## src/hdl/eemi_pkg.sv

```systemverilog
`timescale 1ns / 1ps
// ----------------------------------------------------------------------------
// Extended Euclid package
// Shared types and codes for the modular inverse controller and datapath.
// ----------------------------------------------------------------------------
package eemi_pkg;

   // Inverse status codes.
   localparam logic [1:0] STATUS_OK      = 2'd0;
   localparam logic [1:0] STATUS_GCD     = 2'd1;
   localparam logic [1:0] STATUS_MODULUS = 2'd2;

   // Commands from the controller to the datapath.
   typedef struct packed {
      logic load;      // capture operands
      logic div_start; // load divider with |r0| / |r1|
      logic div_step;  // one restoring division step
      logic mul_step;  // one shift-add multiply step for r, x, y
      logic mul_start; // set up the multiply for the new quotient
      logic rotate;    // commit the round
      logic fix_sign;  // negate results when the gcd is negative
      logic mod_start; // start |x0| mod b
      logic finish;    // form status and inverse
   } dp_cmd_type;

   // Status from the datapath to the controller.
   typedef struct packed {
      logic r1_zero;
   } dp_status_type;

endpackage

```

## src/hdl/eemi_datapath.sv

```systemverilog
`timescale 1ns / 1ps
// ----------------------------------------------------------------------------
// Extended Euclid datapath
// Remainder and coefficient registers, a bit-serial divider and a bit-serial
// multiplier shared by every round.
// ----------------------------------------------------------------------------
module eemi_datapath #(
   parameter int WORD_BITS = 64
) (
   input  logic                   clock,
   input  logic                   reset,
   input  eemi_pkg::dp_cmd_type   cmd,
   output eemi_pkg::dp_status_type status,
   input  logic [63:0]            value_a,
   input  logic [63:0]            value_b,
   output logic [62:0]            gcd_value,
   output logic [63:0]            coef_a,
   output logic [63:0]            coef_b,
   output logic [62:0]            inverse_value,
   output logic [1:0]             inverse_status
);
   import eemi_pkg::*;

   localparam int W = WORD_BITS;

   logic [W-1:0] r0_ff, r1_ff, x0_ff, x1_ff, y0_ff, y1_ff, b_ff;
   logic [W-1:0] r0_in, r1_in, x0_in, x1_in, y0_in, y1_in, b_in;
   // Divider: remainder, quotient/dividend shift register, divisor.
   logic [W-1:0] rem_ff, quo_ff, dvs_ff, rem_in, quo_in, dvs_in;
   logic         qneg_ff, qneg_in;
   // Multiplier: quotient shifted right, multiplicands shifted left, products.
   logic [W-1:0] mq_ff, mr_ff, mx_ff, my_ff, pr_ff, px_ff, py_ff;
   logic [W-1:0] mq_in, mr_in, mx_in, my_in, pr_in, px_in, py_in;
   logic [62:0]  gcd_ff, inv_ff, gcd_in, inv_in;
   logic [63:0]  ca_ff, cb_ff, ca_in, cb_in;
   logic [1:0]   st_ff, st_in;

   logic [W:0]   trial;
   logic [W-1:0] rem_sh, mag_r0, mag_r1, mag_x0, quo_n;

   function automatic logic [W-1:0] fmag(input logic [W-1:0] v);
      fmag = v[W-1] ? (~v + 1'b1) : v;
   endfunction

   function automatic logic [63:0] sext(input logic [W-1:0] v);
      sext = 64'($signed(v));
   endfunction

   assign mag_r0 = fmag(r0_ff);
   assign mag_r1 = fmag(r1_ff);
   assign mag_x0 = fmag(x0_ff);
   assign rem_sh = {rem_ff[W-2:0], quo_ff[W-1]};
   assign trial  = {1'b0, rem_sh} - {1'b0, dvs_ff};
   assign quo_n  = qneg_ff ? (~quo_ff + 1'b1) : quo_ff;

   // Next-state logic for the whole datapath.
   always_comb begin
      r0_in = r0_ff; r1_in = r1_ff; x0_in = x0_ff; x1_in = x1_ff;
      y0_in = y0_ff; y1_in = y1_ff; b_in = b_ff;
      rem_in = rem_ff; quo_in = quo_ff; dvs_in = dvs_ff; qneg_in = qneg_ff;
      mq_in = mq_ff; mr_in = mr_ff; mx_in = mx_ff; my_in = my_ff;
      pr_in = pr_ff; px_in = px_ff; py_in = py_ff;
      gcd_in = gcd_ff; inv_in = inv_ff; ca_in = ca_ff; cb_in = cb_ff; st_in = st_ff;
      if (cmd.load) begin
         r0_in = value_a[W-1:0]; r1_in = value_b[W-1:0]; b_in = value_b[W-1:0];
         x0_in = W'(1); x1_in = '0; y0_in = '0; y1_in = W'(1);
      end
      if (cmd.div_start) begin
         rem_in = '0; quo_in = mag_r0; dvs_in = mag_r1;
         qneg_in = r0_ff[W-1] ^ r1_ff[W-1];
      end
      if (cmd.mod_start) begin
         rem_in = '0; quo_in = mag_x0; dvs_in = b_ff; qneg_in = 1'b0;
      end
      if (cmd.div_step) begin
         if (!trial[W]) begin
            rem_in = trial[W-1:0]; quo_in = {quo_ff[W-2:0], 1'b1};
         end else begin
            rem_in = rem_sh; quo_in = {quo_ff[W-2:0], 1'b0};
         end
      end
      if (cmd.mul_start) begin
         mq_in = quo_n; mr_in = r1_ff; mx_in = x1_ff; my_in = y1_ff;
         pr_in = '0; px_in = '0; py_in = '0;
      end
      if (cmd.mul_step) begin
         if (mq_ff[0]) begin
            pr_in = pr_ff + mr_ff; px_in = px_ff + mx_ff; py_in = py_ff + my_ff;
         end
         mq_in = mq_ff >> 1;
         mr_in = mr_ff << 1; mx_in = mx_ff << 1; my_in = my_ff << 1;
      end
      if (cmd.rotate) begin
         r0_in = r1_ff; r1_in = r0_ff - pr_ff;
         x0_in = x1_ff; x1_in = x0_ff - px_ff;
         y0_in = y1_ff; y1_in = y0_ff - py_ff;
      end
      if (cmd.fix_sign && r0_ff[W-1]) begin
         r0_in = ~r0_ff + 1'b1; x0_in = ~x0_ff + 1'b1; y0_in = ~y0_ff + 1'b1;
      end
      if (cmd.finish) begin
         gcd_in = 63'(sext(r0_ff));
         ca_in = sext(x0_ff); cb_in = sext(y0_ff);
         inv_in = '0;
         if (b_ff == '0 || b_ff[W-1]) begin
            st_in = STATUS_MODULUS;
         end else if (r0_ff != W'(1)) begin
            st_in = STATUS_GCD;
         end else begin
            st_in = STATUS_OK;
            if (x0_ff[W-1] && rem_ff != '0) begin
               inv_in = 63'(sext(b_ff - rem_ff));
            end else begin
               inv_in = 63'(sext(rem_ff));
            end
         end
      end
   end

   // Datapath registers; none need reset.
   always_ff @(posedge clock) begin
      r0_ff <= r0_in; r1_ff <= r1_in; x0_ff <= x0_in; x1_ff <= x1_in;
      y0_ff <= y0_in; y1_ff <= y1_in; b_ff <= b_in;
      rem_ff <= rem_in; quo_ff <= quo_in; dvs_ff <= dvs_in; qneg_ff <= qneg_in;
      mq_ff <= mq_in; mr_ff <= mr_in; mx_ff <= mx_in; my_ff <= my_in;
      pr_ff <= pr_in; px_ff <= px_in; py_ff <= py_in;
      gcd_ff <= gcd_in; inv_ff <= inv_in; ca_ff <= ca_in; cb_ff <= cb_in;
      st_ff <= st_in;
   end

   assign status.r1_zero = (r1_ff == '0) && !reset;
   assign gcd_value      = gcd_ff;
   assign coef_a         = ca_ff;
   assign coef_b         = cb_ff;
   assign inverse_value  = inv_ff;
   assign inverse_status = st_ff;

endmodule

```

## src/hdl/eemi_control.sv

```systemverilog
`timescale 1ns / 1ps
// ----------------------------------------------------------------------------
// Extended Euclid controller
// Sequences rounds of divide, multiply and update, then the final reduction.
// ----------------------------------------------------------------------------
module eemi_control #(
   parameter int WORD_BITS = 64
) (
   input  logic                    clock,
   input  logic                    reset,
   input  logic                    in_valid,
   output logic                    in_ready,
   output logic                    out_valid,
   input  logic                    out_ready,
   output eemi_pkg::dp_cmd_type    cmd,
   input  eemi_pkg::dp_status_type status
);
   import eemi_pkg::*;

   localparam int CW = $clog2(WORD_BITS + 1);

   typedef enum logic [7:0] {
      S_IDLE  = 8'b0000_0001,
      S_CHECK = 8'b0000_0010,
      S_DIV   = 8'b0000_0100,
      S_MUL   = 8'b0000_1000,
      S_ROT   = 8'b0001_0000,
      S_MOD   = 8'b0010_0000,
      S_FIN   = 8'b0100_0000,
      S_OUT   = 8'b1000_0000
   } state_type;

   state_type    state_ff, state_in;
   logic [CW-1:0] cnt_ff, cnt_in;
   logic         fixed_ff, fixed_in;

   // State sequencing and command decode.
   always_comb begin
      state_in = state_ff; cnt_in = cnt_ff; fixed_in = fixed_ff;
      cmd = '0;
      in_ready = 1'b0; out_valid = 1'b0;
      case (state_ff)
         S_IDLE: begin
            in_ready = 1'b1;
            if (in_valid) begin
               cmd.load = 1'b1; state_in = S_CHECK;
            end
         end
         S_CHECK: begin
            if (!status.r1_zero) begin
               cmd.div_start = 1'b1; cnt_in = CW'(WORD_BITS); state_in = S_DIV;
            end else begin
               cmd.fix_sign = 1'b1; fixed_in = 1'b1; state_in = S_MOD;
            end
         end
         S_DIV: begin
            cmd.div_step = 1'b1; cnt_in = cnt_ff - 1'b1;
            if (cnt_ff == CW'(1)) begin
               state_in = fixed_ff ? S_FIN : S_MUL;
               cnt_in = CW'(WORD_BITS);
            end
         end
         S_MUL: begin
            if (cnt_ff == CW'(WORD_BITS)) begin
               cmd.mul_start = 1'b1; cnt_in = cnt_ff - 1'b1;
            end else begin
               cmd.mul_step = 1'b1; cnt_in = cnt_ff - 1'b1;
               if (cnt_ff == '0) state_in = S_ROT;
            end
         end
         S_ROT: begin
            cmd.rotate = 1'b1; state_in = S_CHECK;
         end
         S_MOD: begin
            cmd.mod_start = 1'b1; cnt_in = CW'(WORD_BITS); state_in = S_DIV;
         end
         S_FIN: begin
            cmd.finish = 1'b1; fixed_in = 1'b0; state_in = S_OUT;
         end
         S_OUT: begin
            out_valid = 1'b1;
            if (out_ready) state_in = S_IDLE;
         end
         default: state_in = S_IDLE;
      endcase
   end

   always_ff @(posedge clock) begin
      if (reset) begin
         state_ff <= S_IDLE; cnt_ff <= '0; fixed_ff <= 1'b0;
      end else begin
         state_ff <= state_in; cnt_ff <= cnt_in; fixed_ff <= fixed_in;
      end
   end

endmodule

```

## src/hdl/extended_euclid_modular_inverse.sv

```systemverilog
`timescale 1ns / 1ps
// ----------------------------------------------------------------------------
// Extended Euclid modular inverse
// Returns gcd, Bezout coefficients and the inverse of a modulo b.
// ----------------------------------------------------------------------------
// One item at a time. Each Euclid round runs the bit-serial divider, then
// the shared shift-add multiplier, then the update; after the last round
// the sign fix and the final reduction in the divider follow. The result
// is held in an output register until taken.
module extended_euclid_modular_inverse #(
   parameter int WORD_BITS = 64
) (
   input  logic          clock,
   input  logic          reset,
   input  logic          req_tvalid,
   output logic          req_tready,
   input  logic [127:0]  req_tdata,  // value_a[63:0], value_b[127:64]
   output logic          rsp_tvalid,
   input  logic          rsp_tready,
   output logic [255:0]  rsp_tdata   // gcd_value[62:0], coef_a[126:63],
                                     // coef_b[190:127], inverse_value[253:191],
                                     // inverse_status[255:254]
);
   import eemi_pkg::*;

   dp_cmd_type    cmd;
   dp_status_type status;
   logic [62:0] gcd_value, inverse_value;
   logic [63:0] coef_a, coef_b;
   logic [1:0]  inverse_status;

   eemi_control #(.WORD_BITS(WORD_BITS)) u_control (
      .clock, .reset,
      .in_valid(req_tvalid), .in_ready(req_tready),
      .out_valid(rsp_tvalid), .out_ready(rsp_tready),
      .cmd, .status
   );

   eemi_datapath #(.WORD_BITS(WORD_BITS)) u_datapath (
      .clock, .reset, .cmd, .status,
      .value_a(req_tdata[63:0]), .value_b(req_tdata[127:64]),
      .gcd_value, .coef_a, .coef_b, .inverse_value, .inverse_status
   );

   assign rsp_tdata = {inverse_status, inverse_value, coef_b, coef_a, gcd_value};

endmodule

```

## config.mk

```make
export PLATFORM = sky130hd
export DESIGN_NAME = extended_euclid_modular_inverse
export DESIGN_NICKNAME = d
export VERILOG_FILES = /design/src/hdl/eemi_pkg.sv /design/src/hdl/eemi_datapath.sv /design/src/hdl/eemi_control.sv /design/src/hdl/extended_euclid_modular_inverse.sv
export SDC_FILE = /design/constraint.sdc
export NUM_CORES = 2
export LEC_CHECK = 0
export BUFFER_PORTS_ARGS = -buffer_cell sky130_fd_sc_hd__buf_2
export CAP_MARGIN = 10
export CORE_MARGIN = 5
export CORE_UTILIZATION = 50
export DETAILED_ROUTE_END_ITERATION = 16
export PLACE_DENSITY = 0.69
export SYNTH_ARGS = -nofsm -noshare
export SYNTH_HDL_FRONTEND = slang
export SYNTH_SLANG_ARGS = --single-unit
export TNS_END_PERCENT = 5
```

## constraint.sdc

```tcl
create_clock -name clock -period 10 [get_ports clock]
set_clock_uncertainty 0.2 [all_clocks]
set_input_delay 1 -clock clock [delete_from_list [all_inputs] [get_ports clock]]
set_output_delay 1 -clock clock [all_outputs]
set_load 0.02 [all_outputs]
```

==> results.json <==
{
  "clk_pin_slew_worst_paths_ns": 0.06,
  "track_usage": 0.3032,
  "ys_warn_count": 0,
  "wirelength_met1_mm": 127.0,
  "clk_path_buf_depth": 3,
  "clock-root-buffer": "clkbuf_16",
  "clkPwrFrac": 0.413,
  "internal-power_mw": 10.44,
  "ys_ff_latch": 1361,
  "highest_layer": "met5",
  "final_nets": 10638,
  "crit_path_top_delay_cell": "nor4_1",
  "hold_violations": 0,
  "power_density_nw_per_um2": 145.7,
  "synth-seq-area-share": 0.4355,
  "cp_max_fo": 79,
  "cp-end-kind": "register",
  "grt_max_degree": 155,
  "async_flop_share": 0,
  "routed-via-count": 75749,
  "dp_cells": 12163,
  "ant_nets": 0,
  "htree_levels": 4,
  "grt_pass1_vias": 71529,
  "post_cts_resized": 0,
  "worst_pin_slew_ns": 1.383,
  "hp-start": "req_tdata[119]",
  "total_power_mw": 14.28,
  "ios": 390,
  "numClockSinks": 1361,
  "cts_post_setup_buffers_inserted": 0,
  "grt_antenna_before_repair": 40,
  "critPathMaxStageDelay_ns": 0.88,
  "ys_types": 91,
  "grt_pass1_wl_mm": 436.1,
  "nFillCells": 16026,
  "synthCells": 9848,
  "switchingPower_mw": 3.841,
  "pre_cts_ws_ns": 3.965,
  "synth.avg_cell_area_sq_um": 9.031,
  "avgViaCountPerCell": 6.070,
  "final_common_cell": "nand2_1",
  "port_buffers": 389,
  "die_y_um": 431.8,
  "cts_tree": "yes",
  "setup_violations": 0,
  "cp.arrival_ns": 6.48,
  "worstSetupStartpoint": "u_datapath.r1_ff[2]",
  "fin_cells": 12480,
  "setup_tns_ns": 0,
  "p_comb_frac": 0.122,
  "worstPathCellList": "nor4_1 > nand2_1 > nor3_1 > nand4_1 > nor4_1 > nand2_1 > nor3_1 > nand2_4 > nand2_4 > buf_12",
  "r2r_start": "u_datapath.r1_ff[2]",
  "final_cell_mix": "nand2_1 (1,600), edfxtp_1 (1,148), o21ai_0 (931), a21oi_1 (890), nor2_1 (585)",
  "netSwitchingFraction": 0.2690,
  "first_pass_iters": 7,
  "p_seq_frac": 0.465,
  "dpl_cell_area_sq_um": 92720,
  "crit_required_ns": 10.24,
  "hp-class": "in -> reg",
  "cpLargestDelayFamily": "simple AND/OR/NAND/NOR gates",
  "leakage_nw": 38.16,
  "grt_overflow": 0,
  "hold_buffers": 0,
  "fmax_mhz": 160.1,
  "drcViolationCount": 0,
  "report.final.slew_viol_count": 0,
  "coreArea_sq_um": 176500,
  "relSlewSlack": 0.06513,
  "clk_latency_ns": 0.82,
  "wl_mm": 293.4,
  "row_count": 154,
  "fin_ws_ns": 3.753,
  "min_period_ns": 6.247,
  "post-dp-hpwl_mm": 222.3,
  "period_share": 0.6247,
  "cp_num_buf_inv": 1,
  "synth_edf_count": 1148,
  "cts_buffers": 159,
  "dr_wl_met2_mm": 129.7,
  "outcome": "finished clean",
  "start_util": 0.5039,
  "drt_iter0_markers": 7864,
  "rsz0062_at_grt": "no",
  "synth_ff_type": "edfxtp_1",
  "die_x_um": 431.8,
  "peakVddDrop_uv": 119.3,
  "syn_nets": 10502,
  "gp_congestion": 0.9934,
  "die-area_sq_um": 186400,
  "routedWlPerCell_um": 23.51,
  "syn_to_final_growth_pct": 10.18,
  "syn-cell-area_sq_um": 88940,
  "maxCapViolations": 0,
  "cp-start-kind": "register",
  "wl_met3_mm": 21.24,
  "drive_gt1_frac": 0.07878,
  "crit_type": "reg -> reg",
  "design_area_sq_um": 98000
}
-- through the flow --
stage | utilization | hold WS [ns]
2_1_floorplan | - | 0.2187
3_3_place_gp | 0.5254 | 0.2511
3_5_place_dp | 0.5254 | 0.2515
4_1_cts | 0.5549 | 0.1234
5_1_grt | 0.5552 | 0.1553
6_report | 0.5552 | 0.1874
-- synthesized netlist by cell type (all sizes together), types with 33 or more instances --
| cell type | count | area (sq um) |
|---|---|---|
| nand2 | 1608 | 6043 |
| edfxtp | 1148 | 34470 |
| o21ai | 944 | 4725 |
| a21oi | 891 | 4459 |
| nor2 | 588 | 2217 |
| ha | 514 | 6431 |
| xor2 | 474 | 4159 |
| inv | 460 | 1727 |
| clkbuf | 453 | 1702 |
| xnor2 | 416 | 3643 |
| a21o | 297 | 2230 |
| dfxtp | 213 | 4264 |
| nand3 | 147 | 735.7 |
| nor3 | 147 | 740.7 |
| nand4 | 136 | 850.8 |
| nor4 | 99 | 638.1 |
| or3 | 99 | 629.4 |
| o21bai | 98 | 735.7 |
| nand2b | 81 | 506.7 |
| o31ai | 79 | 593.1 |
| a211oi | 77 | 578.1 |
| a31oi | 77 | 481.7 |
| and3 | 66 | 412.9 |
| nor2b | 66 | 412.9 |
| mux2i | 60 | 600.6 |
| o21a | 51 | 382.9 |
| or4 | 50 | 401.6 |
| and2 | 47 | 294.0 |
| or2 | 33 | 209.0 |
-- cell type report --
| class | count | area [sq um] | share of cell area |
|---|---|---|---|
| timing repair buffer | 458 | 2527 | 0.02579 |
| tap | 2340 | 2928 | 0.02988 |
| clock buffer | 201 | 4292 | 0.04379 |
| antenna | 23 | 57.56 | 0.0005873 |
| multi-input combinational | 7544 | 46780 | 0.4774 |
| sequential | 1361 | 38740 | 0.3953 |
| inverter | 460 | 1749 | 0.01785 |
| clock inverter | 93 | 927.1 | 0.009461 |
-- worst register-to-register path, cell delays in order (launching register included) --
cell      delay, ns
edfxtp_1       0.51
nor4_1         0.88
nand2_1        0.29
nor3_1         0.52
nand4_1        0.35
nor4_1         0.37
nand2_1        0.44
nor3_1         0.64
nand2_4        0.41
nand2_4        0.62
buf_12         0.45
-- cells by family after synthesis --
kind of cell    share of synthesized area
fa+ha+maj                         0.07411
xor+xnor                          0.08773
compound gates                     0.1904
buf+inv                           0.03994
flops                              0.4355
mux                              0.007259
simple gates                       0.1650
-- metal layers --
metal | global-route usage | vias up
met5 | 0 | -
met4 | 0.1459 | 10
met3 | 0.03530 | 534
met2 | 0.4695 | 3119
met1 | 0.4255 | 36282
li1 | - | 35804
-- power by group through the flow --
stage | combinational [mW] | clock [mW] | sequential (mW)
final | 1.75 | 5.90 | 6.63
after global placement | 1.68 | 0 | 6.73
after detailed placement | 1.71 | 0 | 6.74
after global routing | 1.92 | 6.21 | 6.64
after CTS | 1.72 | 5.99 | 6.62
after floorplan | 1.29 | 0 | 6.61
-- worst paths after layout --
check,endpoint,slack [ns],cells after the start
hold / removal,u_datapath.b_ff[55],0.19,1
setup reg to reg,u_datapath.y0_ff[61],3.75,10
hold reg to reg,u_datapath.my_ff[0],0.28,2
setup / recovery,u_datapath.y0_ff[61],3.75,10
No activity file was read; power rests on OpenSTA's default activity.
